[src/rtl/core/cfti_pkg.sv]
`default_nettype none
package cfti_pkg;

   // request codes
   localparam logic [1:0] REQ_LOAD_POINT = 2'd0;
   localparam logic [1:0] REQ_LOAD_FIELD = 2'd1;
   localparam logic [1:0] REQ_QUERY      = 2'd2;

   // register index of the CSR block
   localparam int CSR_TABLE_VALID = 0;

   // table geometry that does not vary
   localparam int SENSOR_CNT     = 5;
   localparam int NUM_AXES       = 3;
   localparam int VALS_PER_POINT = SENSOR_CNT * NUM_AXES;
   localparam int FRAC_BITS      = 16;

   // controller to datapath commands
   typedef struct packed {
      logic wr_point;
      logic wr_field;
      logic cap_query;
      logic rd_first;
      logic rd_last;
      logic cap_c0;
      logic cap_cn;
      logic pick_first;
      logic pick_last;
      logic srch_init;
      logic srch_rd;
      logic srch_step;
      logic srch_done;
      logic pick_upper;
      logic div_step;
      logic emit_init;
      logic emit_step;
   } cfti_cmd_type;

   // datapath to controller status
   typedef struct packed {
      logic zero;
      logic below;
      logic above;
      logic gt;
      logic at_end;
      logic num_ge_den;
      logic div_done;
      logic emit_done;
   } cfti_stat_type;

endpackage
`default_nettype wire

[src/rtl/core/cfti_ctrl.sv]
`default_nettype none
module cfti_ctrl (
   input  wire logic                  clock,
   input  wire logic                  reset,
   input  wire logic                  accept,
   input  wire logic [1:0]            req_type,
   input  wire cfti_pkg::cfti_stat_type stat,
   output cfti_pkg::cfti_cmd_type     cmd,
   output logic                       busy
);
   import cfti_pkg::*;

   localparam logic [3:0] ST_IDLE = 4'd0;
   localparam logic [3:0] ST_RD0  = 4'd1;
   localparam logic [3:0] ST_RD1  = 4'd2;
   localparam logic [3:0] ST_CLMP = 4'd3;
   localparam logic [3:0] ST_DEC  = 4'd4;
   localparam logic [3:0] ST_SRD  = 4'd5;
   localparam logic [3:0] ST_SCMP = 4'd6;
   localparam logic [3:0] ST_DCHK = 4'd7;
   localparam logic [3:0] ST_DIV  = 4'd8;
   localparam logic [3:0] ST_EI   = 4'd9;
   localparam logic [3:0] ST_EMIT = 4'd10;
   localparam logic [3:0] ST_DR1  = 4'd11;
   localparam logic [3:0] ST_DR2  = 4'd12;

   logic [3:0] state_ff, state_in;

   // next state and commands
   always_comb begin
      state_in = state_ff;
      cmd      = '0;
      case (state_ff)
         ST_IDLE: begin
            if (accept) begin
               case (req_type)
                  REQ_LOAD_POINT: cmd.wr_point = 1'b1;
                  REQ_LOAD_FIELD: cmd.wr_field = 1'b1;
                  REQ_QUERY: begin
                     cmd.cap_query = 1'b1;
                     state_in      = ST_RD0;
                  end
                  default: ;
               endcase
            end
         end
         ST_RD0: begin
            cmd.rd_first = 1'b1;
            state_in     = ST_RD1;
         end
         ST_RD1: begin
            cmd.cap_c0  = 1'b1;
            cmd.rd_last = 1'b1;
            state_in    = ST_CLMP;
         end
         ST_CLMP: begin
            cmd.cap_cn = 1'b1;
            state_in   = ST_DEC;
         end
         ST_DEC: begin
            if (stat.zero || stat.below) begin
               cmd.pick_first = 1'b1;
               state_in       = ST_EI;
            end else if (stat.above) begin
               cmd.pick_last = 1'b1;
               state_in      = ST_EI;
            end else begin
               cmd.srch_init = 1'b1;
               state_in      = ST_SRD;
            end
         end
         ST_SRD: begin
            cmd.srch_rd = 1'b1;
            state_in    = ST_SCMP;
         end
         ST_SCMP: begin
            if (stat.gt && !stat.at_end) begin
               cmd.srch_step = 1'b1;
               state_in      = ST_SRD;
            end else begin
               cmd.srch_done = 1'b1;
               state_in      = ST_DCHK;
            end
         end
         ST_DCHK: begin
            if (stat.num_ge_den) begin
               cmd.pick_upper = 1'b1;
               state_in       = ST_EI;
            end else begin
               state_in = ST_DIV;
            end
         end
         ST_DIV: begin
            cmd.div_step = 1'b1;
            if (stat.div_done) state_in = ST_EI;
         end
         ST_EI: begin
            cmd.emit_init = 1'b1;
            state_in      = ST_EMIT;
         end
         ST_EMIT: begin
            cmd.emit_step = 1'b1;
            if (stat.emit_done) state_in = ST_DR1;
         end
         // let the result pipeline finish before query state may change
         ST_DR1: state_in = ST_DR2;
         ST_DR2: state_in = ST_IDLE;
         default: state_in = ST_IDLE;
      endcase
   end

   always_ff @(posedge clock) begin
      if (reset) state_ff <= ST_IDLE;
      else       state_ff <= state_in;
   end

   assign busy = (state_ff != ST_IDLE);

endmodule
`default_nettype wire

[config.mk]
export PLATFORM = sky130hd
export DESIGN_NAME = cfti_ctrl
export DESIGN_NICKNAME = d
export VERILOG_FILES = /design/src/rtl/core/cfti_pkg.sv /design/src/rtl/core/cfti_ctrl.sv
export SDC_FILE = /design/constraint.sdc
export NUM_CORES = 1
export LEC_CHECK = 0
export BUFFER_PORTS_ARGS = -buffer_cell sky130_fd_sc_hd__buf_2
export CORE_AREA = 3 3 40 42
export CTS_CLUSTER_SIZE = 14
export DETAILED_ROUTE_END_ITERATION = 10
export DIE_AREA = 0 0 43 45
export GPL_ROUTABILITY_DRIVEN = 0
export HOLD_SLACK_MARGIN = 0.03
export MAX_ROUTING_LAYER = met4
export PLACE_DENSITY = 0.67
export RECOVER_POWER = 25
export SLEW_MARGIN = 20
export SYNTH_ARGS = -nofsm -noshare
export SYNTH_HDL_FRONTEND = slang
export SYNTH_SLANG_ARGS = --single-unit
[constraint.sdc]
create_clock -name clock -period 1.93 [get_ports clock]
set_clock_uncertainty 0.2 [all_clocks]
set_input_delay 0.386 -clock clock [delete_from_list [all_inputs] [get_ports clock]]
set_output_delay 0.386 -clock clock [all_outputs]
set_load 0.005 [all_outputs]
==> impl_metrics.yaml, run 1 <==
synthesis:
  synth_area_leaders: "dfxtp_1 (18%), nand2b_1 (7.1%), buf_4 (6.8%), nor2_1 (6.0%), nor2b_1 (5.7%)"
  avgSynthCellArea_sq_um: 7.70
  ys_async_sr_fraction_pct: 0
  ys_ff_latch: 4
  yosysMostFrequentCell: "nor2_1"
  synth_cell_types: 28
  synth-edff-count: 0
  synth_top_cells_by_count: "nor2_1 (7), nand2b_1 (5), nor3_1 (5)"
  yosysTopAreaCell: "dfxtp_1"
  synth_area_sq_um: 439
  synth_top_area_share_pct: 18.2
  synthCells: 57
  synth_flop_cell: "dfxtp_1"
  yosysSeqAreaShare_pct: 18.2
  synth_fp_nets: 70
  synth_warnings: 0
timing:
  drv_slew: 0
  period_share_pct: 99.4
  fmax_mhz: 521
  hold_violations: 0
  worst_pin_slew_ns: 0.568
  rsz0062_at_grt: "yes"
  finalCriticalPeriod_ns: 1.92
  setup_viol_count_final: 0
  max_slew_margin_pct: 61.2
placement:
  dp_hpwl_um: 1020
  port_buffers: 30
  dp.cells: 103
cts:
  clock-sinks: 4
  cts_max_level: 1
  cts_tree: "yes"
  cts_hold_buf: 0
  clk_latency_ns: 0.23
  cts-root-buf: "clkbuf_4"
  cts_inserted_buffers: 3
  clkTransAtPathRegs_ns: 0.04
  cts_max_path_buffers: 2
finish:
  synthToLayoutAreaGrowth_pct: 52.4
  final_nets: 108
  multi_input_area_sq_um: 325
  n_fill_cell: 143
  largest_reg_flops: 4
  register_area_sq_um: 85.1
  largest_register: "state_ff"
  fin_cells: 108
  post-route-util_pct: 52.1
  n_antenna_cell: 0
  drive_above_1_share_pct: 58.1
  largest_registers: "state_ff x4"
detailed_routing:
  drtIter0Drc: 7
  drc_errors: 0
  vias: 556
  ant_nets: 0
  dr.pass1.iters: 4
  topRoutingLayerUsed: "met3"
  met2_length_um: 665
  met3_length_um: 105
  avgViaCountPerCell: 5.15
  wirelength_um: 1310
  wl_met1_um: 540
  wl_per_cell_um: 12.1
floorplan:
  rows: 13
  dieHeight_um: 45
  pin_count: 31
  core_sq_um: 1280
  dieArea_sq_um: 1940
  die_w_um: 43
  start_util_pct: 34.2
global_route:
  grt_use_total_pct: 14.1
  grt_max_degree: 13
  grt_pass1_vias: 506
  grt_pass1_wl_um: 2050
  gr-total-overflow: 0
  antenna_found_initial: 0
critical_path:
  critPathKind: "reg -> out"
  cp.arrival_ns: 1.33
  crit_path_end_kind: "output pin"
  worstPathRequired_ns: 1.34
  crit_fanout: 3
  crit_path_start_kind: "register"
status:
  status: "complete, no violations"
power_and_ir_drop:
  power.density_nw_per_um2: 610
  ir_drop_mv: 0.331
  cellLeakagePower_nw: 0.349
hold_path:
  holdCritPathClass: "in -> reg"
job:
  cap_viol_max_count: 0
==> where the power goes <==
group,switching [W],total (W),internal (W)
Sequential,0.0000142,0.000108,0.0000943
Combinational,0.0000932,0.000197,0.000104
Clock,0.0000335,0.000103,0.0000695
==> layout by cell type (no fill, tap or decap), types with 2 or more instances in the layout <==
master,netlist,final
dfxtp_2,0,4
nor2b_1,4,4
nand2b_1,5,5
nor4b_2,1,2
o21ai_1,2,2
a21oi_1,3,3
inv_2,2,2
buf_4,4,8
and3_1,2,2
nor2_1,7,7
nor3_2,0,2
buf_2,0,30
nand2_1,2,2
clkbuf_4,0,3
nor3_1,5,3
==> metal layers <==
metal  vias to the layer above  track usage (%)
li1                        277                -
met1                       256             15.4
met2                        23             25.4
met3                         0             5.18
met4                         0             1.81
met5                         -                -
==> critical path, cell delays in order, from the launching register on <==
cell,delay (ns)
dfxtp_2,0.33
nor4_4,0.31
inv_2,0.07
nor4b_2,0.24
buf_2,0.15
==> through the flow <==
step / setup WS [ns] / area (sq um) / total power (W) / setup TNS (ns) / hold WS (ns)
3_5_place_dp: 0.189 / 612 / 0.000276 / 0 / 0.385
3_3_place_gp: 0.222 / 612 / 0.000272 / 0 / 0.384
6_report: 0.0122 / 669 / 0.000409 / 0 / 0.138
2_1_floorplan: 0.243 / 439 / 0.000219 / 0 / 0.255
4_1_cts: -0.00727 / 643 / 0.000388 / -0.00727 / 0.129
5_1_grt: -0.0678 / 669 / 0.000443 / -0.153 / 0.131
==> cell families (layout without fill, tap and decap cells) <==
group	Yosys count	after routing	share of synthesized area [%]
compound gates	11	11	18.5
flops	4	4	18.2
buf+inv	7	43	11.1
simple gates	35	35	52.1
==> path summary, 6_finish.rpt <==
| kind | from | end | slack (ns) | cells after the start |
|---|---|---|---|---|
| worst max-delay path | state_ff[0]$_SDFFE_PP0P_ | cmd[16] | 0.01 | 4 |
| worst max register to register | state_ff[0]$_SDFFE_PP0P_ | state_ff[0]$_SDFFE_PP0P_ | 0.26 | 4 |
| worst min register to register | state_ff[3]$_SDFFE_PP0P_ | state_ff[0]$_SDFFE_PP0P_ | 0.45 | 2 |
| worst min-delay path | reset | state_ff[2]$_SDFFE_PP0P_ | 0.14 | 2 |
==> what timing repair did <==
| item | in CTS | in global routing |
|---|---|---|
| endpoints found under the setup margin | 4 | 10 |
| pin swaps | 1 | 2 |
| setup buffers | 0 | 2 |
| gates resized for setup | 3 | 5 |
==> area by class of cell <==
cell class | count | area share, %
flip-flops and latches | 4 | 12.7
repair buffers | 38 | 31.4
well taps | 15 | 2.80
clock buffers | 3 | 3.36
inverters | 2 | 1.12
multi-input cells | 46 | 48.6
(Power assumes the default switching activity.)
==> run 2, diff against run 1 <==
--- a/config.mk
+++ b/config.mk
@@ -7,6 +7,7 @@
 export LEC_CHECK = 0
 export BUFFER_PORTS_ARGS = -buffer_cell sky130_fd_sc_hd__buf_2
 export CORE_AREA = 3 3 40 42
+export CTS_BUF_LIST = sky130_fd_sc_hd__clkbuf_8
 export CTS_CLUSTER_SIZE = 14
 export DETAILED_ROUTE_END_ITERATION = 10
 export DIE_AREA = 0 0 43 45
==> impl_metrics.yaml, run 2 (synthesized netlist as in run 1, its figures left out) <==
critical_path:
  critPathTopFamily: "simple AND/OR/NAND/NOR gates"
  worstPathRequired_ns: 1.34
  r2r-end: "state_ff[0]$_SDFFE_PP0P_"
  cp.depth: 4
  cp.arrival_ns: 1.28
  crit_path_end_kind: "output pin"
  critPathKind: "reg -> out"
  r2r_cells: 4
  path_cells: "nor4_4 > buf_4 > and4b_1 > buf_2"
  crit_path_start_kind: "register"
  r2r-start: "state_ff[0]$_SDFFE_PP0P_"
  critPathSlowestCell: "dfxtp_2"
  rrSetupSlack_ns: 0.32
  crit_start: "state_ff[0]$_SDFFE_PP0P_"
  crit_fanout: 3
  max_stage_delay_ns: 0.33
  critical_path.endpoint: "cmd[15]"
  path_buf_inv: 2
global_route:
  grt_max_degree: 13
  grt_pass1_vias: 506
  antenna_found_initial: 0
  grt_use_total_pct: 14.1
  gr-total-overflow: 0
  grt_pass1_wl_um: 2060
finish:
  largest_register: "state_ff"
  final_nets: 107
  n_antenna_cell: 0
  drive_above_1_share_pct: 56.5
  final_cell_mix: "buf_2 (30), nor2_1 (7), buf_4 (7), nand2b_1 (5)"
  fin_cells: 107
  largest_reg_flops: 4
  largest_registers: "state_ff x4"
  n_fill_cell: 138
  layout_commonest_cell: "buf_2"
  synthToLayoutAreaGrowth_pct: 54.1
detailed_routing:
  drtIter0Drc: 13
  avgViaCountPerCell: 5.14
  wl_per_cell_um: 11.9
  wirelength_um: 1270
  drc_errors: 0
  dr.pass1.iters: 4
  vias: 550
  ant_nets: 0
timing:
  finalSetupTns_ns: 0
  hold_violations: 0
  drv_slew: 0
  whs_ns: 0.158
  finalWorstSetupSlack_ns: 0.0619
  period_share_pct: 96.8
  rsz0062_at_grt: "no"
  finalCriticalPeriod_ns: 1.87
  worst_pin_slew_ns: 0.485
  fmax_mhz: 535
  max_slew_margin_pct: 67.6
  setup_viol_count_final: 0
job:
  cap_viol_max_count: 0
floorplan:
  dieHeight_um: 45
  pin_count: 31
  die_w_um: 43
  dieArea_sq_um: 1940
  rows: 13
  core_sq_um: 1280
  start_util_pct: 34.2
cts:
  cts_inserted_buffers: 3
  cts_tree: "yes"
  cts_hold_buf: 0
  cts-root-buf: "clkbuf_8"
  clock-sinks: 4
  clk_latency_ns: 0.22
  cts_max_level: 1
  cts_max_path_buffers: 2
  clkTransAtPathRegs_ns: 0.03
power_and_ir_drop:
  netSwitchingPower_w: 0.000144
  p_seq_share_pct: 23.4
  internal_power_w: 0.000322
  fin_total_pwr_w: 0.000466
  cellLeakagePower_nw: 0.347
  swShare_pct: 30.9
  ir_drop_mv: 0.373
  pwr-share-clk_pct: 37.5
  power.density_nw_per_um2: 688
  p_comb_share_pct: 39.1
placement:
  post-place-ws_ns: 0.189
  dp.cells: 103
  dp_hpwl_um: 1020
  port_buffers: 30
status:
  status: "complete, no violations"
hold_path:
  min-delay-start: "reset"
  holdCritPathClass: "in -> reg"
[run 2: power groups by stage]
stage	Clock, W	Combinational [W]	Sequential (W)
floorplan	0	0.000115	0.000104
global placement	0	0.000165	0.000106
detailed placement	0	0.000169	0.000107
CTS	0.000182	0.000170	0.000107
global route	0.000188	0.000202	0.000110
finish	0.000175	0.000182	0.000109
[run 2: area by class of cell]
type | instances | area [sq um] | share of cell area [%]
inverter | 2 | 7.51 | 1.11
clock buffer | 3 | 41.3 | 6.10
multi-input combinational | 46 | 322 | 47.5
tap | 15 | 18.8 | 2.77
sequential | 4 | 85.1 | 12.6
timing repair buffer | 37 | 203 | 29.9
[run 2: worst min path at each step]
stage / to / cells after the start / slack, ns
final: state_ff[2]$_SDFFE_PP0P_ / 2 / 0.16
after global routing: state_ff[2]$_SDFFE_PP0P_ / 2 / 0.16
after CTS: state_ff[2]$_SDFFE_PP0P_ / 2 / 0.15
after detailed placement: state_ff[2]$_SDFFE_PP0P_ / 2 / 0.39
after global placement: state_ff[3]$_SDFFE_PP0P_ / 2 / 0.38
after floorplan: state_ff[2]$_SDFFE_PP0P_ / 1 / 0.26
[run 2: stage by stage]
stage / utilization (%) / instance area, sq um
floorplan: - / 439
global placement: 47.6 / 612
detailed placement: 47.6 / 612
CTS: 51.4 / 661
global route: 52.7 / 677
finish: 52.7 / 677
[run 2: routing by layer]
metal	track usage, %	vias to the layer above	wire length (um)
li1	-	275	-
met3	5.18	0	105
met1	15.6	252	527
met2	25.7	23	638
met5	-	-	0
met4	0	0	0
[run 2: worst reg2reg max path, delay by kind of cell, from the launching register on]
kind,cells,cell delay [ns]
flip-flops,1,0.33
AO/OA/AOI/OAI,2,0.57
AND/OR/NAND/NOR,1,0.19
buffers and inverters,1,0.17
[run 2: timing repair]
| action | 4_1_cts | 5_1_grt |
|---|---|---|
| resized for setup | 2 | 4 |
| pin swaps | 1 | 1 |
| setup endpoints to repair | 2 | 7 |
| setup buffers | 0 | 1 |
| gates cloned | 0 | 0 |
==> run 3, diff against run 2 <==
--- a/config.mk
+++ b/config.mk
@@ -12,10 +12,12 @@
 export DETAILED_ROUTE_END_ITERATION = 10
 export DIE_AREA = 0 0 43 45
 export GPL_ROUTABILITY_DRIVEN = 0
+export GPL_TIMING_DRIVEN = 0
 export HOLD_SLACK_MARGIN = 0.03
 export MAX_ROUTING_LAYER = met4
 export PLACE_DENSITY = 0.67
 export RECOVER_POWER = 25
+export SETUP_SLACK_MARGIN = 0.2
 export SLEW_MARGIN = 20
 export SYNTH_ARGS = -nofsm -noshare
 export SYNTH_HDL_FRONTEND = slang
==> impl_metrics.yaml, run 3 (synthesized netlist as in run 1, its figures left out) <==
status:
  status: "finished, violations left"
  violations: "setup timing"
timing:
  finalCriticalPeriod_ns: 1.99
  setup_viol_count_final: 2
  max_slew_margin_pct: 70.8
  rsz0062_at_grt: "yes"
  worst_pin_slew_ns: 0.437
  fmax_mhz: 502
  period_share_pct: 103
  whs_ns: 0.151
  hold_violations: 0
  finalSetupTns_ns: -0.100
  finalWorstSetupSlack_ns: -0.0606
  drv_slew: 0
critical_path:
  max_stage_delay_ns: 0.34
  path_cells: "buf_6 > nor4_4 > inv_2 > nor4b_2 > buf_2"
  critPathSlowestCell: "dfxtp_4"
  crit_fanout: 3
  cp.arrival_ns: 1.40
  crit_path_start_kind: "register"
  crit_path_end_kind: "output pin"
  critPathKind: "reg -> out"
  worstPathRequired_ns: 1.34
finish:
  register_area_sq_um: 92.6
  drive_above_1_share_pct: 72.2
  fin_cells: 123
  largest_reg_flops: 4
  final_cell_mix: "buf_2 (30), buf_4 (17), buf_6 (6)"
  layout_commonest_cell: "buf_2"
  final_nets: 123
  post-route-util_pct: 70.0
  n_fill_cell: 97
  n_antenna_cell: 0
  multi_input_area_sq_um: 392
  synthToLayoutAreaGrowth_pct: 105
  largest_registers: "state_ff x4"
  largest_register: "state_ff"
placement:
  dp_hpwl_um: 904
  dp.cells: 102
  port_buffers: 30
  post-place-ws_ns: 0.0917
floorplan:
  die_w_um: 43
  dieArea_sq_um: 1940
  core_sq_um: 1280
  start_util_pct: 34.2
  rows: 13
  pin_count: 31
  dieHeight_um: 45
global_route:
  antenna_found_initial: 0
  grt_max_degree: 10
  grt_use_total_pct: 17.0
  grt_pass1_vias: 568
  grt_pass1_wl_um: 2440
  gr-total-overflow: 0
power_and_ir_drop:
  netSwitchingPower_w: 0.000188
  p_comb_share_pct: 50.6
  power.density_nw_per_um2: 642
  ir_drop_mv: 0.357
  swShare_pct: 32.6
  internal_power_w: 0.000389
  cellLeakagePower_nw: 0.447
  p_seq_share_pct: 19.0
  pwr-share-clk_pct: 30.3
detailed_routing:
  wl_per_cell_um: 13.1
  vias: 631
  drc_errors: 0
  ant_nets: 0
  avgViaCountPerCell: 5.13
  drtIter0Drc: 9
  wirelength_um: 1610
  dr.pass1.iters: 4
cts:
  cts_max_level: 1
  cts_max_path_buffers: 2
  cts-root-buf: "clkbuf_8"
  cts_inserted_buffers: 3
  clock-sinks: 4
  cts_tree: "yes"
  clkTransAtPathRegs_ns: 0.03
  clk_latency_ns: 0.22
hold_path:
  holdCritPathClass: "in -> reg"
job:
  cap_viol_max_count: 0
run 3: cell count changes in the layout (fill, tap and decap cells not counted), moves of 3 or more:
| cell | previous run | this run |
|---|---|---|
| buf_4 | 7 | 17 |
| buf_6 | 0 | 6 |
| dfxtp_2 | 4 | 1 |
| dfxtp_4 | 0 | 3 |
| nor2_1 | 7 | 4 |
| nor3_1 | 4 | 1 |
run 3: area by class of cell:
class,count,area share (%)
Timing Repair Buffer,48,32.5
Sequential cell,4,10.3
Inverter,2,1.11
Tap cell,15,2.09
Multi-Input combinational cell,46,43.5
Buffer,5,5.84
Clock buffer,3,4.59
run 3: final timing paths:
path                            slack, ns                startpoint                       end  cells after the start
worst max-delay path                -0.06  state_ff[3]$_SDFFE_PP0P_                   cmd[16]                      5
worst min-delay path                 0.15                     reset  state_ff[2]$_SDFFE_PP0P_                      2
worst max register to register       0.40  state_ff[0]$_SDFFE_PP0P_  state_ff[0]$_SDFFE_PP0P_                      4
worst min register to register       0.43  state_ff[2]$_SDFFE_PP0P_  state_ff[1]$_SDFFE_PP0P_                      2
run 3: worst max-delay path, delay by kind of cell, from the launching register on:
family        cells  cell delay, ns
flops             1            0.34
buf+inv           3            0.34
simple gates      2            0.52
run 3: what timing repair did:
action                                  in CTS  in global routing
endpoints found under the setup margin      16                 17
pin swaps                                    6                  5
setup buffers                               12                  6
hold buffers                                 0                  0
gates resized for setup                     22                  8
run 3: metal layers:
metal  wire length [um]  GRT usage (%)  up-vias
met5                  0              -        -
met4                  0           1.81        0
met3                107           5.58        0
met2                866           30.8       24
met1                638           18.8      296
li1                   -              -      311
run 3: power by group through the flow:
stage | clock network (W) | registers [W] | logic (W)
6_report | 0.000175 | 0.000110 | 0.000292
5_1_grt | 0.000184 | 0.000111 | 0.000317
4_1_cts | 0.000176 | 0.000109 | 0.000242
3_5_place_dp | 0 | 0.000107 | 0.000167
3_3_place_gp | 0 | 0.000107 | 0.000165
2_1_floorplan | 0 | 0.000104 | 0.000115
run 3: through the flow:
stage | power [W] | instance area (sq um)
6_report | 0.000577 | 900
5_1_grt | 0.000613 | 900
4_1_cts | 0.000526 | 812
3_5_place_dp | 0.000274 | 608
3_3_place_gp | 0.000272 | 608
2_1_floorplan | 0.000219 | 439
